`src/design/bqve_pkg.sv`:
```
package bqve_pkg;

  // Operation codes of the input beat.
  localparam logic [1:0] OP_DRAW  = 2'd0;
  localparam logic [1:0] OP_BEGIN = 2'd1;
  localparam logic [1:0] OP_END   = 2'd2;

  // Configuration register indexes.
  localparam logic CFG_MAX_QUADS  = 1'b0;
  localparam logic CFG_SLOT_LIMIT = 1'b1;

  // Width of the slot counter; a batch never binds more than 32 slots.
  localparam int NS_W = 6;

  // Result kinds.
  localparam logic KIND_VERTEX = 1'b0;
  localparam logic KIND_MARKER = 1'b1;

  // Q30 constants of the sine and cosine polynomials.
  localparam logic signed [32:0] K_ONE     = 33'sd1073741824;
  localparam logic signed [32:0] K_HALF_PI = 33'sd1686629713;
  localparam logic signed [32:0] KS_9      = 33'sd2959;
  localparam logic signed [32:0] KS_7      = 33'sd213044;
  localparam logic signed [32:0] KS_5      = 33'sd8947849;
  localparam logic signed [32:0] KS_3      = 33'sd178956971;
  localparam logic signed [32:0] KC_10     = 33'sd296;
  localparam logic signed [32:0] KC_8      = 33'sd26631;
  localparam logic signed [32:0] KC_6      = 33'sd1491308;
  localparam logic signed [32:0] KC_4      = 33'sd44739243;
  localparam logic signed [32:0] KC_2      = 33'sd536870912;

  // One classified request handed from the front to the back.
  typedef struct packed {
    logic               mark;
    logic               draw;
    logic [15:0]        mark_quads;
    logic [NS_W-1:0]    mark_slots;
    logic [4:0]         slot;
    logic [15:0]        tiling;
    logic signed [31:0] pos_x;
    logic signed [31:0] pos_y;
    logic signed [31:0] pos_z;
    logic signed [31:0] size_x;
    logic signed [31:0] size_y;
    logic [15:0]        angle;
    logic [31:0]        color;
  } job_t;

endpackage

```
`src/design/bqve_ram.sv`:
```
module bqve_ram #(
  parameter int Width = 32,
  parameter int Depth = 32,
  parameter int AddrW = 5
) (
  input  logic             clk_i,
  input  logic             we_i,
  input  logic [AddrW-1:0] waddr_i,
  input  logic [Width-1:0] wdata_i,
  input  logic [AddrW-1:0] raddr_i,
  output logic [Width-1:0] rdata_o
);

  logic [Width-1:0] mem_q [Depth];
  logic [Width-1:0] rdata_q;

  // One write port and one registered read port.
  always_ff @(posedge clk_i) begin
    if (we_i) begin
      mem_q[waddr_i] <= wdata_i;
    end
    rdata_q <= mem_q[raddr_i];
  end

  assign rdata_o = rdata_q;

endmodule

```
`src/design/bqve_front.sv`:
```
module bqve_front import bqve_pkg::*; #(
  parameter int TEX_SLOTS = 32
) (
  input  logic               clk_i,
  input  logic               rst_ni,
  input  logic               in_valid_i,
  output logic               in_stall_o,
  input  logic [1:0]         op_i,
  input  logic signed [31:0] pos_x_i,
  input  logic signed [31:0] pos_y_i,
  input  logic signed [31:0] pos_z_i,
  input  logic signed [31:0] size_x_i,
  input  logic signed [31:0] size_y_i,
  input  logic [15:0]        angle_i,
  input  logic [31:0]        color_rgba_i,
  input  logic               textured_i,
  input  logic [31:0]        texture_handle_i,
  input  logic [15:0]        tiling_i,
  input  logic               cfg_we_i,
  input  logic               cfg_index_i,
  input  logic [15:0]        cfg_data_i,
  output logic               push_o,
  output job_t               job_o,
  input  logic               full_i
);

  localparam int AW = (TEX_SLOTS > 1) ? $clog2(TEX_SLOTS) : 1;
  localparam logic [NS_W-1:0] LIM_MAX = NS_W'((TEX_SLOTS < 32) ? TEX_SLOTS : 32);

  localparam logic [1:0] F_IDLE = 2'd0;
  localparam logic [1:0] F_RD   = 2'd1;
  localparam logic [1:0] F_CMP  = 2'd2;
  localparam logic [1:0] F_PUSH = 2'd3;

  logic [1:0]      state_q, state_d;
  logic [15:0]     qc_q, qc_d;
  logic [NS_W-1:0] ns_q, ns_d;
  logic [NS_W-1:0] idx_q, idx_d;
  logic [31:0]     handle_q, handle_d;
  job_t            job_q, job_d;
  logic [15:0]     max_quads_q;
  logic [NS_W-1:0] slot_limit_q;

  logic            ram_we;
  logic [AW-1:0]   ram_waddr;
  logic [31:0]     ram_rdata;

  logic [15:0]     mq_eff;
  logic [NS_W-1:0] lim;

  // Slot table: handle of each bound texture in the current batch.
  bqve_ram #(
    .Width(32),
    .Depth(TEX_SLOTS),
    .AddrW(AW)
  ) u_slot_table (
    .clk_i  (clk_i),
    .we_i   (ram_we),
    .waddr_i(ram_waddr),
    .wdata_i(handle_q),
    .raddr_i(idx_q[AW-1:0]),
    .rdata_o(ram_rdata)
  );

  // Effective limits after clamping.
  always_comb begin
    mq_eff = (max_quads_q == 16'd0) ? 16'd1 : max_quads_q;
    if (slot_limit_q < NS_W'(2)) begin
      lim = NS_W'(2);
    end else if (slot_limit_q > LIM_MAX) begin
      lim = LIM_MAX;
    end else begin
      lim = slot_limit_q;
    end
  end

  // Classification, batch accounting and slot search.
  always_comb begin
    state_d   = state_q;
    qc_d      = qc_q;
    ns_d      = ns_q;
    idx_d     = idx_q;
    handle_d  = handle_q;
    job_d     = job_q;
    ram_we    = 1'b0;
    ram_waddr = ns_q[AW-1:0];
    push_o    = 1'b0;
    unique case (state_q)
      F_IDLE: begin
        if (in_valid_i) begin
          unique case (op_i)
            OP_BEGIN: begin
              qc_d = 16'd0;
              ns_d = NS_W'(1);
            end
            OP_END: begin
              job_d            = '0;
              job_d.mark       = 1'b1;
              job_d.mark_quads = qc_q;
              job_d.mark_slots = ns_q;
              state_d          = F_PUSH;
            end
            OP_DRAW: begin
              job_d.mark       = 1'b0;
              job_d.draw       = 1'b1;
              job_d.mark_quads = qc_q;
              job_d.mark_slots = ns_q;
              job_d.slot       = 5'd0;
              job_d.tiling     = 16'd256;
              job_d.pos_x      = pos_x_i;
              job_d.pos_y      = pos_y_i;
              job_d.pos_z      = pos_z_i;
              job_d.size_x     = size_x_i;
              job_d.size_y     = size_y_i;
              job_d.angle      = angle_i;
              job_d.color      = color_rgba_i;
              handle_d         = texture_handle_i;
              idx_d            = NS_W'(1);
              // Quad limit reached: flush before this quad.
              if (qc_q >= mq_eff) begin
                job_d.mark = 1'b1;
                qc_d       = 16'd0;
                ns_d       = NS_W'(1);
              end
              if (textured_i) begin
                job_d.tiling = tiling_i;
                state_d      = F_RD;
              end else begin
                state_d = F_PUSH;
              end
            end
            default: ;
          endcase
        end
      end
      F_RD: begin
        if (idx_q >= ns_q) begin
          // Miss: bind the next slot, flushing first if the table is full.
          if (ns_q >= lim) begin
            job_d.mark       = 1'b1;
            job_d.mark_quads = qc_q;
            job_d.mark_slots = ns_q;
            qc_d             = 16'd0;
            ram_waddr        = AW'(1);
            job_d.slot       = 5'd1;
            ns_d             = NS_W'(2);
          end else begin
            job_d.slot = ns_q[4:0];
            ns_d       = ns_q + NS_W'(1);
          end
          ram_we  = 1'b1;
          state_d = F_PUSH;
        end else begin
          state_d = F_CMP;
        end
      end
      F_CMP: begin
        if (ram_rdata == handle_q) begin
          job_d.slot = idx_q[4:0];
          state_d    = F_PUSH;
        end else begin
          idx_d   = idx_q + NS_W'(1);
          state_d = F_RD;
        end
      end
      F_PUSH: begin
        if (!full_i) begin
          push_o = 1'b1;
          if (job_q.draw) begin
            qc_d = qc_q + 16'd1;
          end
          state_d = F_IDLE;
        end
      end
      default: ;
    endcase
  end

  always_ff @(posedge clk_i or negedge rst_ni) begin
    if (!rst_ni) begin
      state_q      <= F_IDLE;
      qc_q         <= 16'd0;
      ns_q         <= NS_W'(1);
      max_quads_q  <= 16'd10000;
      slot_limit_q <= NS_W'(32);
    end else begin
      state_q <= state_d;
      qc_q    <= qc_d;
      ns_q    <= ns_d;
      if (cfg_we_i) begin
        unique case (cfg_index_i)
          CFG_MAX_QUADS:  max_quads_q  <= cfg_data_i;
          CFG_SLOT_LIMIT: slot_limit_q <= cfg_data_i[NS_W-1:0];
          default: ;
        endcase
      end
    end
  end

  always_ff @(posedge clk_i) begin
    idx_q    <= idx_d;
    handle_q <= handle_d;
    job_q    <= job_d;
  end

  assign in_stall_o = (state_q != F_IDLE);
  assign job_o      = job_q;

  // The slot counter always points inside the usable table.
  a_ns_range: assert property (@(posedge clk_i) disable iff (!rst_ni)
    (ns_q != '0) && (ns_q <= LIM_MAX))
    else $error("slot counter out of range");

  // A compare always follows the read that fetched its data.
  a_cmp_after_rd: assert property (@(posedge clk_i) disable iff (!rst_ni)
    (state_q == F_CMP) |-> ($past(state_q) == F_RD))
    else $error("slot compare without read");

endmodule

```
`config.mk`:
```
export PLATFORM = sky130hd
export DESIGN_NAME = bqve_front
export DESIGN_NICKNAME = d
export VERILOG_FILES = /design/src/design/bqve_pkg.sv /design/src/design/bqve_ram.sv /design/src/design/bqve_front.sv
export SDC_FILE = /design/constraint.sdc
export NUM_CORES = 2
export LEC_CHECK = 0
export BUFFER_PORTS_ARGS = -buffer_cell sky130_fd_sc_hd__buf_4
export CAP_MARGIN = 10
export CORE_MARGIN = 5
export CORE_UTILIZATION = 53
export DETAILED_ROUTE_END_ITERATION = 16
export GPL_TIMING_DRIVEN = 0
export PLACE_DENSITY = 0.76
export SYNTH_ARGS = -nofsm -noshare
export SYNTH_HDL_FRONTEND = slang
export SYNTH_SLANG_ARGS = --single-unit
```
`constraint.sdc`:
```
create_clock -name clk_i -period 15.86 [get_ports clk_i]
set_clock_uncertainty 0.15 [all_clocks]
set_input_delay 4.758 -clock clk_i [delete_from_list [all_inputs] [get_ports clk_i]]
set_output_delay 4.758 -clock clk_i [all_outputs]
set_load 0.03 [all_outputs]
```
Yosys cells after proc, flatten, opt, wreduce, memory -nomap -nowiden
Memory sizes are Yosys's and may differ from the RTL's. A register that Yosys moved wholly into a read port is not among the register bits.
Cells that the tools add are included.
{"block": "classes", "add_sub_neg": 3, "mul": 0, "n_div": 0, "n_lt_le_gt_ge": 5, "n_eq_ne": 17, "n_shift": 0, "muxes": 49, "bitwise": 1, "reduce_logical": 19}
{"operator": "$pmux W253 S2", "n": 1}
{"operator": "$mux W253", "n": 1}
{"operator": "$mux W16", "n": 8}
{"operator": "$mux W6", "n": 9}
{"operator": "$pmux W16 S3", "n": 1}
{"operator": "$pmux W22 S2", "n": 1}
{"operator": "$pmux W6 S2", "n": 3}
{"operator": "$eq A32 B32 Y1", "n": 1}
{"operator": "$pmux W16 S2", "n": 1}
{"operator": "$mux W27", "n": 1}
{"operator": "$mux W22", "n": 1}
{"operator": "$mux W5", "n": 4}
{"operator": "$add A16 B1 Y16 const B", "n": 1}
{"operator": "$ge A16 B16 Y1", "n": 1}
{"operator": "$logic_not A16 Y1", "n": 1}
{"operator": "$pmux W5 S3", "n": 1}
{"operator": "$reduce_and A5 Y1", "n": 3}
{"operator": "$ne A2 B2 Y1 const B", "n": 7}
{"operator": "$add A6 B1 Y6 const B", "n": 2}
{"operator": "$ge A6 B6 Y1", "n": 2}
{"operator": "$mux W1", "n": 10}
{"operator": "$reduce_and A3 Y1", "n": 3}
{"operator": "$mux W2", "n": 4}
{"operator": "$pmux W2 S4", "n": 1}
{"operator": "16 further kinds", "n": 26}
{"block": "word_totals", "register_bits": 337, "latchBits": 0, "ram_bits": 1024, "romBits": 0, "in_bits": 281, "output_inout_bits": 255, "mem_count": 1}
{"name": "u_slot_table.mem_q", "words": 32, "width": 32, "rd": 1, "rd_ports_with_merged_regs": 1, "write_ports": 1, "line": "bqve_ram.sv:14", "rtl": "logic [Width-1:0] mem_q [Depth];"}

Longest topological paths before layout
{"block": "depth", "word_depth": 7, "depth_mapped": 13, "ltp_nobuf": 10}

Modules after synthesis
From an unflattened synthesis, not the netlist that was laid out.
{"block": "hier_totals", "cells_unflattened": 3248, "hier_area_um2": 54588.6}
{"module": "bqve_ram", "n_inst": 1, "cells_each": 2260, "area_per_inst_um2": 40492.6}
{"module": "bqve_front", "n_inst": 1, "cells_each": 988, "area_per_inst_um2": 14096.0}

Worst setup path after synthesis
OpenSTA, ideal clock, no wires.
{"block": "synth_path", "path_kind": "input port to flip-flop", "from": "input op_i[0]", "to": "register job_q, in the netlist job_o[0], enable pin", "t_arrival_ns": 19.989, "required_time_ns": 14.625, "setup_slack_ns": -5.364, "path_stages": 1, "path_buffers": 0, "path_cell_list": "nor3_1"}
{"block": "synth_via", "elab_chain_len": 3, "elab_cells_between_ends": 4}
{"element": "start, declared", "line": "bqve_front.sv:8", "rtl": "input logic [1:0] op_i,"}
{"element": "$eq A2 B2 Y1 / $logic_not A2 Y1 (equally long branches)", "line": "bqve_front.sv:91", "rtl": "unique case (op_i)"}
{"element": "$reduce_bool A2 Y1 (no source line) (*)"}
{"element": "$reduce_and A3 Y1 (no source line) (*)"}
{"element": "end signal, assigned", "line": "bqve_front.sv:203", "rtl": "job_q <= job_d;"}
{"element": "end, declared", "line": "bqve_front.sv:40", "rtl": "job_t job_q, job_d;"}
Mark *: on every way between the ends. The rest lies on a longest branch, timed or not.
A chain may end at the register's enable or synchronous reset.

Worst setup path in the final report
{"block": "layout_path", "from": "input full_i", "to": "output push_o"}
{"block": "layout_via", "elab_chain_len": 2}
{"element": "start, declared", "line": "bqve_front.sv:24", "rtl": "input logic full_i"}
{"element": "$mux W1", "line": "bqve_front.sv:167", "rtl": "if (!full_i) begin"}
{"element": "$mux W1", "line": "bqve_front.sv:88", "rtl": "unique case (state_q)"}
{"element": "end, declared", "line": "bqve_front.sv:22", "rtl": "output logic push_o,"}
Every way passes these cells.

==> out/results.ini <==
[floorplan]
die_h_microns = 328
start_util = 0.535
rows = 116
top_level_ports = 536
die_area_sq_um = 108000
core_area_sq_um = 100000
die_w_microns = 328

[routing]
first_pass_iters = 7
antenna_left = 0
drt-initial-drc-count = 3638
via_per_inst = 6.14
routed_wl_microns = 160000
drc = 0
vias = 29300
wl_per_cell_microns = 33.6

[logic_synthesis]
synth_async_sr_flop_share = 0.0330
syn_nets = 2859
ys_seq_area_frac = 0.770
avgSynthCellArea_sq_um = 21.1
synth_area_leader_cell = edfxtp_1
synthTopCellsByArea = edfxtp_1 74%, mux4_2 13%, and2_1 2.5%
synth_top_flop_cell = edfxtp_1
ys_types = 58
synth-edff-count = 1315
yosys.area.top_type_share = 0.736
ys_seq_elements = 1393
synthCells = 2543
synth_most_common_cell = edfxtp_1
synth_area_sq_um = 53600
ys_top_cells_by_count = 1,315 x edfxtp_1, 320 x mux4_2, 216 x and2_1, 88 x clkbuf_1, 67 x nor2_1
synth_warnings = 0

[clock_network]
cts_sinks = 1393
insertion_delay_ps = 760
clock_path_buffers = 3
cts_resized = 0
clockRootBuffer = clkbuf_16
cts_hold_buf = 0
post_cts_buffers = 0
cts_tree = done
cts_buffers = 140
cts_max_level = 4
clk_pin_slew_ps = 60

[placement]
hpwl_microns = 112000
place_congestion = 1.08
dp.cells = 4509
place_area_sq_um = 60700
io_buffer_count = 535

[global_routing]
gr-usage-all-layers = 0.297
grt_pass1_wl_microns = 224000
grt_overflow_total = 0
grt_max_degree = 47
grt_pass1_vias = 29500
antenna_found_initial = 12

[sta]
maxSlewHeadroom = 0.118
whs_ps = 370
rsz0062_at_grt = no
worst_slew_pin_slew_ps = 1320
tns_ps = 0
hold_viol = 0
fin_crit_ps = 10290
finalSetupViolCount = 0
slew_violations = 0
fin_crit_sh = 0.649
fmax_ghz = 0.0972

[final_layout]
instances_no_fill = 4776
fin_area_sq_um = 65300
syn_to_final_growth_pct = 21.8
nets = 3610
n_fill_cell = 6414
drive_above_1_share = 0.368

[pwr]
powerDensity_nw_per_um2 = 152
finalPower_w = 0.00991
power.leakage_nw = 22.4
vdd_drop_max_uv = 176

[setup_path]
cp-end-kind = output port
worst-setup-path-type = primary input to output port
cp_common_cell = buf_4
r2r_slack_ps = 10590
crit_chain = buf_4 -> nor2b_1 -> buf_4
max_stage_delay_ps = 270
worst_ep_required_time_ps = 10950
cp.arrival_ps = 5380
worst_setup_path_start_kind = primary input
cp_slowest_cell = nor2b_1
cp_max_fo = 3
path_buf_inv = 2
path_delay_family = buffers and inverters

[run_status]
outcome = finished clean

[flow_run]
cap_violations = 0

[hold_path]
hold_path.class = flip-flop to flip-flop

registers in the layout, summed over array words and instances (netlist names):
name / cells
u_slot_table.mem_q: 1024
job_o: 253
handle_q: 32
u_slot_table.rdata_o: 32
max_quads_q: 16
qc_q: 16
idx_q: 6
ns_q: 6
slot_limit_q: 6
state_q: 2
cells by family after synthesis:
kind of cell / count (synthesis) / synth area share
AOI/OAI and AO/OA: 107 / 0.0133
xor gates and xnor gates: 35 / 0.00572
adders and majority gates: 35 / 0.00817
buffers and inverters: 164 / 0.0133
DFF: 1393 / 0.770
muxes: 361 / 0.143
and+or+nand+nor: 448 / 0.0465
placed cells by master (no fill, tap or decap), types with 32 or more instances in the layout:
cell type,instances
nand2_1,45
dfrtp_1,39
ha_1,35
o21ai_0,37
clkbuf_16,141
clkbuf_1,118
dfxtp_1,32
and2_1,216
mux4_2,320
mux2_2,39
nor2_1,39
inv_1,39
edfxtp_1,1315
buf_4,582
routing by layer:
metal,track usage,wire length (microns),vias up
met2,0.498,81200,1995
met3,0.0699,16500,309
met5,0,0,-
met1,0.383,56200,15200
met4,0.109,6480,0
li1,-,-,11800
stage by stage:
step | utilization | worst slack, ps
3_5_place_dp | 0.605 | 5520
2_1_floorplan | - | 1650
3_3_place_gp | 0.592 | -2130
4_1_cts | 0.651 | 5520
6_report | 0.651 | 5570
5_1_grt | 0.651 | 5550
power by group:
part           internal [W]  total, W  switching [W]  leakage [nW]
sequential          0.00430   0.00444       0.000135          12.8
clock               0.00184   0.00327        0.00142          2.22
combinational      0.000928   0.00221        0.00128          7.40
total               0.00708   0.00991        0.00283          22.4
area by class of cell:
class,count,area (sq um),area share
timing repair buffer,609,5150,0.0788
buffer,124,563,0.00862
sequential,1393,41300,0.632
tap,1357,1700,0.0260
clock buffer,182,3790,0.0581
clock inverter,75,777,0.0119
multi-input combinational,986,11900,0.182
inverter,40,150,0.00230
antenna,10,25.0,0.000383
final timing paths:
| path | from | endpoint | cells after the start |
|---|---|---|---|
| setup / recovery | full_i | push_o | 3 |
| hold / removal | max_quads_q[0]$_DFFE_PN0P_ | max_quads_q[0]$_DFFE_PN0P_ | 1 |
| setup reg to reg | idx_q[0]$_SDFFCE_PP1P_ | u_slot_table.mem_q[26][20]$_DFFE_PP_ | 15 |
| hold reg to reg | max_quads_q[0]$_DFFE_PN0P_ | max_quads_q[0]$_DFFE_PN0P_ | 1 |
| max in group asynchronous | rst_ni | max_quads_q[5]$_DFFE_PN0P_ | 1 |
| min in group asynchronous | rst_ni | state_q[0]$_DFFE_PN0P_ | 1 |
Power figures use the tool's default switching activity.
