`config.mk`:
```
export PLATFORM = sky130hd
export DESIGN_NAME = bqve_queue
export DESIGN_NICKNAME = d
export VERILOG_FILES = /design/src/design/bqve_pkg.sv /design/src/design/bqve_queue.sv
export SDC_FILE = /design/constraint.sdc
export NUM_CORES = 1
export LEC_CHECK = 0
export BUFFER_PORTS_ARGS = -buffer_cell sky130_fd_sc_hd__buf_2
export CAP_MARGIN = 20
export CELL_PAD_IN_SITES_DETAIL_PLACEMENT = 1
export CELL_PAD_IN_SITES_GLOBAL_PLACEMENT = 1
export CORE_UTILIZATION = 44
export CTS_BUF_LIST = sky130_fd_sc_hd__clkbuf_16
export DETAILED_ROUTE_END_ITERATION = 16
export PLACE_DENSITY = 0.79
export RECOVER_POWER = 25
export SYNTH_ARGS = -nofsm -noshare
export SYNTH_HDL_FRONTEND = slang
export SYNTH_SLANG_ARGS = --single-unit
```
`constraint.sdc`:
```
create_clock -name clk_i -period 16.15 [get_ports clk_i]
set_input_delay 3.23 -clock clk_i [delete_from_list [all_inputs] [get_ports clk_i]]
set_output_delay 3.23 -clock clk_i [all_outputs]
set_load 0.03 [all_outputs]
```
`src/design/bqve_pkg.sv`:
```
package bqve_pkg;

  // Operation codes of the input beat.
  localparam logic [1:0] OP_DRAW  = 2'd0;
  localparam logic [1:0] OP_BEGIN = 2'd1;
  localparam logic [1:0] OP_END   = 2'd2;

  // Configuration register indexes.
  localparam logic CFG_MAX_QUADS  = 1'b0;
  localparam logic CFG_SLOT_LIMIT = 1'b1;

  // Width of the slot counter; a batch never binds more than 32 slots.
  localparam int NS_W = 6;

  // Result kinds.
  localparam logic KIND_VERTEX = 1'b0;
  localparam logic KIND_MARKER = 1'b1;

  // Q30 constants of the sine and cosine polynomials.
  localparam logic signed [32:0] K_ONE     = 33'sd1073741824;
  localparam logic signed [32:0] K_HALF_PI = 33'sd1686629713;
  localparam logic signed [32:0] KS_9      = 33'sd2959;
  localparam logic signed [32:0] KS_7      = 33'sd213044;
  localparam logic signed [32:0] KS_5      = 33'sd8947849;
  localparam logic signed [32:0] KS_3      = 33'sd178956971;
  localparam logic signed [32:0] KC_10     = 33'sd296;
  localparam logic signed [32:0] KC_8      = 33'sd26631;
  localparam logic signed [32:0] KC_6      = 33'sd1491308;
  localparam logic signed [32:0] KC_4      = 33'sd44739243;
  localparam logic signed [32:0] KC_2      = 33'sd536870912;

  // One classified request handed from the front to the back.
  typedef struct packed {
    logic               mark;
    logic               draw;
    logic [15:0]        mark_quads;
    logic [NS_W-1:0]    mark_slots;
    logic [4:0]         slot;
    logic [15:0]        tiling;
    logic signed [31:0] pos_x;
    logic signed [31:0] pos_y;
    logic signed [31:0] pos_z;
    logic signed [31:0] size_x;
    logic signed [31:0] size_y;
    logic [15:0]        angle;
    logic [31:0]        color;
  } job_t;

endpackage

```
`src/design/bqve_queue.sv`:
```
module bqve_queue import bqve_pkg::*; (
  input  logic clk_i,
  input  logic rst_ni,
  input  logic push_i,
  input  job_t din_i,
  output logic full_o,
  input  logic pop_i,
  output job_t dout_o,
  output logic empty_o
);

  job_t       ent_q [2];
  logic       wp_q, rp_q;
  logic [1:0] cnt_q;

  // Two-entry job queue between front and back.
  always_ff @(posedge clk_i or negedge rst_ni) begin
    if (!rst_ni) begin
      wp_q  <= 1'b0;
      rp_q  <= 1'b0;
      cnt_q <= 2'd0;
    end else begin
      if (push_i) begin
        wp_q <= ~wp_q;
      end
      if (pop_i) begin
        rp_q <= ~rp_q;
      end
      cnt_q <= cnt_q + 2'(push_i) - 2'(pop_i);
    end
  end

  always_ff @(posedge clk_i) begin
    if (push_i) begin
      ent_q[wp_q] <= din_i;
    end
  end

  assign full_o  = (cnt_q == 2'd2);
  assign empty_o = (cnt_q == 2'd0);
  assign dout_o  = ent_q[rp_q];

  a_no_overflow: assert property (@(posedge clk_i) disable iff (!rst_ni)
    !(push_i && full_o) && !(pop_i && empty_o))
    else $error("job queue overflow or underflow");

endmodule

```
# Word level (Yosys, flattened, before mapping)
# Memory sizes are Yosys's and may differ from the RTL's.
# Cells that the tools add are included.
dict set report totals {
  regBits 4
  latch_bits 0
  mem_bits_rw 506
  rom_bits 0
  inputBits 257
  output_inout_bits 255
  wordCells 12
  mem_count 1
}
# memory depth width read_ports rd_clocked_by_memory_dff write_ports line
set memory_table {}
lappend memory_table {ent_q 2 253 1 0 1 bqve_queue.sv:12} ;# job_t ent_q [2];
dict set report classes {
  add_sub_neg 2
  n_mul 0
  div_mod_pow 0
  order_cmp 0
  eq_ne 1
  n_shift 0
  mux 2
  bitwise 2
  n_reduce_logical 1
}
# op count
set ops {}
lappend ops {{2-bit by 1-bit adder with 2-bit output} 1}
lappend ops {{2-bit == test, second input constant} 1}
lappend ops {{2-bit logical NOT} 1}
lappend ops {{1-bit 2-to-1 mux} 2}
lappend ops {{1-bit inverter} 2}
lappend ops {{2-bit by 1-bit subtractor with 2-bit output} 1}

# Logic depth before layout (Yosys ltp)
# Gate-level depths: netlist (run 1).
dict set report depth {
  word_depth 2
  depth_mapped 5
  depth_no_buf 5
}

# Least setup slack after synthesis (run 1)
# No wires, ideal clock.
dict set report synth_path {
  path_type {input to register}
  from {input port push_i}
  to {memory ent_q[0][0] (netlist name), enable pin}
  setup_time_ns 0.902
  arrival_ns 14.117
  t_required_ns 15.248
  slack_ns 1.131
  stages 1
  path_buffers 0
  path_cell_list {nor2b_1}
}
dict set report synth_between {
  elab_chain_len 2
}
# item line
set synth_rtl {}
lappend synth_rtl {{start, declared} bqve_queue.sv:4} ;# input logic push_i,
lappend synth_rtl {{1-bit 2-to-1 mux} bqve_queue.sv:34} ;# if (push_i) begin
lappend synth_rtl {{1-bit 2-to-1 mux (implied by the code)} bqve_queue.sv:35} ;# ent_q[wp_q] <= din_i;
lappend synth_rtl {{end, declared} bqve_queue.sv:12}
# No other way between the ends.

==> metrics.log, run 1 <==
[metrics] clock sink count: 510
[metrics] part of the Yosys area used for sequential elements: 81.9%
[metrics] vias after detailed routing: 9612
[metrics] CTS tree: done
[metrics] Port Buffers: 511
[metrics] Die Footprint: 0.0433 mm2
[metrics] cell area after synthesis: 0.0187 mm2
[metrics] Post-route DRC: 0
[metrics] Max-cap violations: 0
[metrics] measured slew at the worst slew-check pin: 1120 ps
[metrics] proportion of power drawn by the clock network: 24.1%
[metrics] distinct cell type count after synthesis: 14
[metrics] clock-pin slew of the registers on the worst-case setup and hold paths: 60 ps
[metrics] crit share post-route: 39.4%
[metrics] proportion of register bits with asynchronous set or reset after synthesis: 0.784%
[metrics] final non-filler cell total: 1931
[metrics] Root Driver: sky130_fd_sc_hd__clkbuf_16
[metrics] Crit Path Class: reg -> out
[metrics] number of buffers inserted for hold repair after clock tree synthesis: 0
[metrics] share of cells above drive strength 1: 56.3%
[metrics] power density normalized to cell area: 196 mW/mm2
[metrics] FF+latch area: 0.0153 mm2
[metrics] fin. max-slew vios: 0
[metrics] cell count after synthesis: 802
[metrics] dominant synthesized flop cell: sky130_fd_sc_hd__edfxtp_1
[metrics] Inserted Clock Buffers: 52
[metrics] CORE AREA: 0.0419 mm2
[metrics] combined global-route utilization of all metal layers: 19.9%
[metrics] CTS resizes: 0
[metrics] Critical R2R Capture: ent_q[1][209]
[metrics] leakage power: 8.82 nW
[metrics] Antenna Nets Post-Route: 0
[metrics] most frequent cell after synthesis: sky130_fd_sc_hd__edfxtp_1
[metrics] core occupancy in the finished layout: 55.5%
[metrics] largest cells by area after synthesis: sky130_fd_sc_hd__edfxtp_1 (81%), sky130_fd_sc_hd__mux2_2 (12%), sky130_fd_sc_hd__mux2_4 (4.8%)
[metrics] number of antenna violations at the first check in global routing: 15
[metrics] WP data arrival: 3130 ps
[metrics] crit start category: register
[metrics] achievable clock frequency: 157 MHz
[metrics] Area growth, synth to finish: 24.6%
[metrics] Fin Clk Skew: 10.5 ps
[metrics] peak fanout along the critical path: 64
[metrics] # rows: 75
[metrics] end of the worst hold path: wp_q
[metrics] kind of end point of the critical path: primary output
[metrics] placed instance area: 0.0218 mm2
[metrics] logic depth of the worst register-to-register path: 3
[metrics] number of endpoints with negative hold slack in the final report: 0
[metrics] reg2reg setup slack: 12850 ps
[metrics] number of flops mapped to enable cells by yosys: 506
[metrics] die span in x: 208 um
[metrics] Wirelength per Cell: 22.6 um
[metrics] Hold Crit Start: wp_q
[metrics] Min-Delay Path Class: reg -> reg
[metrics] average cell area after synthesis: 23.3 um2
[metrics] Synthesized Nets: 1061
[metrics] I/O pin count: 512
[metrics] global-route congestion overflow total: 0
[metrics] biggest area consumer among synthesized cells: sky130_fd_sc_hd__edfxtp_1
[metrics] WHS Path Cells: 1
[metrics] switch share: 35.6%
[metrics] Multi-input gate area: 0.00317 mm2
[metrics] CTS max path bufs: 3
[metrics] WL final: 43600 um
[metrics] internal cell power: 2.93 mW
[metrics] Filler Cells Inserted: 3916
[metrics] number of H-tree branching levels: 2
[metrics] number of DRC markers in iteration 0: 588
[metrics] part of the total power dissipated in combinational logic: 35.4%
[metrics] design area: 0.0233 mm2
[metrics] clock insertion delay at the later pin of the skew report: 580 ps
[metrics] Slew Limit Headroom: 25.1%
[metrics] unrepaired setup endpoints after global routing: no
[metrics] largest net degree at the start of global routing: 140
[metrics] Psw: 1.62 mW
[metrics] status: complete, no violations
[metrics] DRT Pass-1 Iters: 6
[metrics] peak ir drop on the vdd network: 0.139 mV
[metrics] final critical-path required period: 6360 ps
[metrics] top post-synthesis cells by count: sky130_fd_sc_hd__edfxtp_1 (506), sky130_fd_sc_hd__mux2_2 (193), sky130_fd_sc_hd__mux2_4 (60), sky130_fd_sc_hd__buf_4 (11), sky130_fd_sc_hd__buf_2 (10)
[metrics] required time worst endpoint: 12920 ps
[metrics] via count of the first global-routing pass: 10.7k
[metrics] Critical Path Source: rp_q
[metrics] placed wire-length estimate after detailed placement: 29700 um
[metrics] Placed Cells incl. Taps: 1833
[metrics] Setup Viol. Count Final: 0
[metrics] Seq cells post-synth: 510
[metrics] height of the chip: 208 um
[metrics] via count normalized by instance count: 4.98
[metrics] effective utilization at floorplan: 44.5%
[metrics] first-pass GRT wire length: 64000 um
[metrics] # Post-CTS Setup Buffers: 0
[metrics] number of nets in the finished design: 1607
[metrics] share of power burned in registers: 40.5%
[metrics] warnings from Yosys: 0
[metrics] Critical R2R Launch: wp_q
[metrics] area fraction of the dominant cell type after synthesis: 81.4%
[metrics] sum of negative setup slack: 0 ps
[metrics] gpl congestion: 0.771
==> power groups by stage <==
stage	logic [mW]	registers [mW]	clock network (mW)
after global routing	1.68	1.87	1.17
after detailed placement	1.62	1.88	0
after global placement	1.61	1.85	0
after CTS	1.63	1.85	1.13
final	1.61	1.85	1.10
after floorplan	1.21	1.92	0
==> worst max-delay path by stage <==
| stage | to |
|---|---|
| 2_1_floorplan | ent_q[0][0] |
| 3_3_place_gp | ent_q[1][206] |
| 3_5_place_dp | ent_q[0][212] |
| 4_1_cts | dout_o[155] |
| 5_1_grt | dout_o[155] |
| 6_report | dout_o[155] |
==> through the flow <==
stage	worst slack (ps)	hold WS (ps)	total power [mW]
2_1_floorplan	1130	455	3.13
6_report	9790	579	4.56
3_3_place_gp	9990	528	3.46
3_5_place_dp	9930	550	3.50
4_1_cts	9720	576	4.61
5_1_grt	9640	595	4.72
==> flip-flops by register name, summed over array words and instances, names as in the netlist <==
| signal | flops |
|---|---|
| cnt_q | 2 |
| ent_q | 506 |
| rp_q | 1 |
| wp_q | 1 |
==> worst max-delay path, stage by stage (launching register included) <==
cell and delay (ps):
sky130_fd_sc_hd__dfrtp_4 910, sky130_fd_sc_hd__buf_4 900, sky130_fd_sc_hd__mux2_2 430, sky130_fd_sc_hd__buf_2 190
==> per-layer routing <==
metal	global-route usage (%)	vias up	share of wire, %
li1	-	4313	-
met3	7.68	88	9.0
met5	0	-	0.28
met1	20.8	4809	35
met4	7.71	20	2.9
met2	35.7	382	53
==> cells in the final DEF (no fill, tap or decap), types with 2 or more instances in the layout <==
master and n:
sky130_fd_sc_hd__xor2_1 2, sky130_fd_sc_hd__clkbuf_1 62, sky130_fd_sc_hd__ha_1 2, sky130_fd_sc_hd__dfrtp_1 3
sky130_fd_sc_hd__buf_2 448, sky130_fd_sc_hd__edfxtp_1 506, sky130_fd_sc_hd__bufinv_16 2, sky130_fd_sc_hd__clkinv_1 11
sky130_fd_sc_hd__mux2_4 60, sky130_fd_sc_hd__inv_6 2, sky130_fd_sc_hd__mux2_2 193, sky130_fd_sc_hd__buf_4 8
sky130_fd_sc_hd__clkbuf_16 53, sky130_fd_sc_hd__inv_1 15, sky130_fd_sc_hd__clkinv_2 9, sky130_fd_sc_hd__diode_2 7
==> final cells by class <==
class / count / share of cell area, %
well taps: 539 / 2.90
repair buffers: 520 / 11.0
inverters: 2 / 0.0322
multi-input cells: 262 / 13.6
diodes: 7 / 0.0752
flip-flops and latches: 510 / 65.7
clock buffers: 53 / 5.70
clock inverters: 38 / 0.962
==> kinds of logic after synthesis <==
kind of cell               after synthesis  share of synthesized area (%)
xor gates and xnor gates                 3                          0.221
adders and majority gates                2                          0.134
buffers and inverters                   30                           1.17
DFF                                    510                           81.9
muxes                                  253                           16.5
and+or+nand+nor                          4                          0.121
No activity file was read; power rests on OpenSTA's default activity.
==> run 2, diff against run 1 <==
--- a/config.mk
+++ b/config.mk
@@ -9,10 +9,10 @@
 export CAP_MARGIN = 20
 export CELL_PAD_IN_SITES_DETAIL_PLACEMENT = 1
 export CELL_PAD_IN_SITES_GLOBAL_PLACEMENT = 1
-export CORE_UTILIZATION = 44
+export CORE_UTILIZATION = 40
 export CTS_BUF_LIST = sky130_fd_sc_hd__clkbuf_16
 export DETAILED_ROUTE_END_ITERATION = 16
-export PLACE_DENSITY = 0.79
+export PLACE_DENSITY = 0.76
 export RECOVER_POWER = 25
 export SYNTH_ARGS = -nofsm -noshare
 export SYNTH_HDL_FRONTEND = slang
==> constraint.sdc (replaced) <==
create_clock -name clk_i -period 5.56 [get_ports clk_i]
set_input_delay 1.112 -clock clk_i [delete_from_list [all_inputs] [get_ports clk_i]]
set_output_delay 1.112 -clock clk_i [all_outputs]
set_load 0.03 [all_outputs]
==> run 2 against run 1 <==
Compared with the run above:
- non-clock buffer count grew 7
- register-to-register slack worse by 9500 ps
- global-route usage down 1.5 points
==> metrics.log, run 2 (synthesis results as in run 1) <==
[metrics] status: complete, no violations (unchanged)
[metrics] Port Buffers: 511 (unchanged)
[metrics] placed wire-length estimate after detailed placement: 31400 um (was 29700 um)
[metrics] Root Driver: sky130_fd_sc_hd__clkbuf_16 (unchanged)
[metrics] effective utilization at floorplan: 40.9% (was 44.5%)
[metrics] Metal-1 WL: 16000 um (was 15300 um)
[metrics] via count normalized by instance count: 4.79 (was 4.98)
[metrics] number of nets in the finished design: 1614 (was 1607)
[metrics] WP data arrival: 2770 ps (was 3130 ps)
[metrics] clock-pin slew of the registers on the worst-case setup and hold paths: 60 ps (about the same)
[metrics] measured slew at the worst slew-check pin: 993 ps (was 1120 ps)
[metrics] CTS tree: done (unchanged)
[metrics] die span in x: 218 um (was 208 um)
[metrics] clock sink count: 510 (unchanged)
[metrics] largest net degree at the start of global routing: 96 (was 140)
[metrics] DR top layer: met5 (unchanged)
[metrics] combined global-route utilization of all metal layers: 18.3% (was 19.9%)
[metrics] Inserted Clock Buffers: 52 (unchanged)
[metrics] Critical R2R Launch: wp_q (unchanged)
[metrics] leading cell type in the layout, fill and taps excluded: sky130_fd_sc_hd__edfxtp_1 (unchanged)
[metrics] number of endpoints with negative hold slack in the final report: 0 (unchanged)
[metrics] unrepaired setup endpoints after global routing: no (unchanged)
[metrics] clock insertion delay at the later pin of the skew report: 570 ps (was 580 ps)
[metrics] fin. max-slew vios: 0 (unchanged)
[metrics] final non-filler cell total: 2002 (was 1931)
[metrics] Slew Limit Headroom: 33.8% (was 25.1%)
[metrics] number of DRC markers in iteration 0: 557 (was 588)
[metrics] sum of negative setup slack: 0 ps (unchanged)
[metrics] WL final: 45000 um (was 43600 um)
[metrics] routed wl met3: 3860 um (was 3910 um)
[metrics] Fin Clk Skew: 6.67 ps (was 10.5 ps)
[metrics] Filler Cells Inserted: 4325 (was 3916)
[metrics] number of buffers inserted for hold repair after clock tree synthesis: 0 (unchanged)
[metrics] leakage power: 8.90 nW (was 8.82 nW)
[metrics] power density normalized to cell area: 562 mW/mm2 (was 196 mW/mm2)
[metrics] Die Footprint: 0.0476 mm2 (was 0.0433 mm2)
[metrics] global-route congestion overflow total: 0 (unchanged)
[metrics] Post-route DRC: 0 (unchanged)
[metrics] FF+latch area: 0.0153 mm2 (unchanged)
[metrics] peak fanout along the critical path: 69 (was 64)
[metrics] CORE AREA: 0.0457 mm2 (was 0.0419 mm2)
[metrics] crit start category: register (unchanged)
[metrics] I/O pin count: 512 (unchanged)
[metrics] top flop regs: ent_q x506, cnt_q x2 (unchanged)
[metrics] logic depth of the worst register-to-register path: 2 (was 3)
[metrics] largest register by flop count: ent_q (unchanged)
[metrics] height of the chip: 218 um (was 208 um)
[metrics] final critical-path required period: 3890 ps
[metrics] CTS max path bufs: 3 (unchanged)
[metrics] # rows: 78 (was 75)
[metrics] Antenna Nets Post-Route: 0 (unchanged)
[metrics] first-pass GRT wire length: 64100 um (was 64000 um)
[metrics] # Post-CTS Setup Buffers: 0 (unchanged)
[metrics] vias after detailed routing: 9595 (was 9612)
[metrics] Min-Delay Path Class: in -> async (was reg -> reg)
[metrics] number of H-tree branching levels: 2 (unchanged)
[metrics] most used cells in the layout excluding fill and tap cells: sky130_fd_sc_hd__edfxtp_1 (506), sky130_fd_sc_hd__buf_2 (462), sky130_fd_sc_hd__mux2_2 (193) (was sky130_fd_sc_hd__edfxtp_1 (506), sky130_fd_sc_hd__buf_2 (448), sky130_fd_sc_hd__mux2_2 (193))
[metrics] achievable clock frequency: 257 MHz
[metrics] number of antenna violations at the first check in global routing: 16 (was 15)
[metrics] Placed Cells incl. Taps: 1900 (was 1833)
[metrics] Setup Viol. Count Final: 0 (unchanged)
[metrics] CTS resizes: 0 (unchanged)
[metrics] Area growth, synth to finish: 25.6% (was 24.6%)
[metrics] Crit Path Class: reg -> out (unchanged)
[metrics] Wirelength per Cell: 22.5 um (was 22.6 um)
[metrics] gpl congestion: 0.767 (was 0.771)
[metrics] required time worst endpoint: 4450 ps (was 12920 ps)
[metrics] Critical Path Source: rp_q (unchanged)
[metrics] peak ir drop on the vdd network: 0.371 mV (was 0.139 mV)
[metrics] kind of end point of the critical path: primary output (unchanged)
[metrics] Multi-input gate area: 0.00317 mm2 (unchanged)
[metrics] flip-flop count of the largest register, all copies and words added: 506 (unchanged)
[metrics] via count of the first global-routing pass: 10.5k (was 10.7k)
[metrics] Max-cap violations: 0 (unchanged)
[metrics] routed length on met2: 23800 um (was 23100 um)
[metrics] share of cells above drive strength 1: 56.9% (was 56.3%)
[metrics] crit share post-route: 69.9%
[metrics] DRT Pass-1 Iters: 4 (was 6)
run 2: cell count changes in the layout (fill, tap and decap cells not counted), moves of 2 or more:
cell                        before  now
sky130_fd_sc_hd__buf_2         448  462
sky130_fd_sc_hd__clkbuf_1       62   49
sky130_fd_sc_hd__clkinv_2        9    3
sky130_fd_sc_hd__inv_1          15   21
sky130_fd_sc_hd__buf_12          1    6
sky130_fd_sc_hd__clkinv_1       11   14
sky130_fd_sc_hd__diode_2         7   10
sky130_fd_sc_hd__bufinv_16       2    0
sky130_fd_sc_hd__inv_6           2    0
run 2: metrics by stage:
stage                     hold slack (ps)  power, mW  instance area, um2  setup slack (ps)  util, %
after global placement                528       10.1               22000              2260     48.1
after CTS                             297       13.3               23500              1600     51.4
after floorplan                       508       8.91               18700               229        -
final                                 370       13.2               23500              1670     51.3
after global routing                  352       13.7               23400              1500     51.3
after detailed placement              551       10.2               22000              2240     48.1
run 2: path summary, 6_finish.rpt:
check	endpoint	slack (ps)
min in group clk_i	wp_q	580
setup reg to reg	ent_q[1][199]	3380
setup / recovery	dout_o[45]	1670
hold / removal	rp_q	370
hold reg to reg	wp_q	580
max in group asynchronous	rp_q	4970
run 2: per-layer routing:
metal,vias up,track usage [%]
li1,4326,-
met1,4770,19.6
met2,396,32.6
met3,91,6.49
met4,12,7.74
met5,-,0
run 2: final cells by class:
cell class                 instances  share of cell area (%)
sequential                       510                    65.2
clock inverter                    38                   0.678
inverter                           2                  0.0320
multi-input combinational        262                    13.5
tap                              600                    3.20
clock buffer                      53                    5.66
antenna                           10                   0.107
timing repair buffer             527                    11.6
run 2: where the power goes:
group	internal [mW]	switching [mW]
registers	5.10	0.292
logic	1.65	3.07
clock network	1.71	1.36
total	8.45	4.72
run 2: critical path, cell delays in order (launching register included):
cell and delay (ps):
sky130_fd_sc_hd__dfrtp_4 1080, sky130_fd_sc_hd__buf_12 430, sky130_fd_sc_hd__mux2_2 390, sky130_fd_sc_hd__buf_2 180
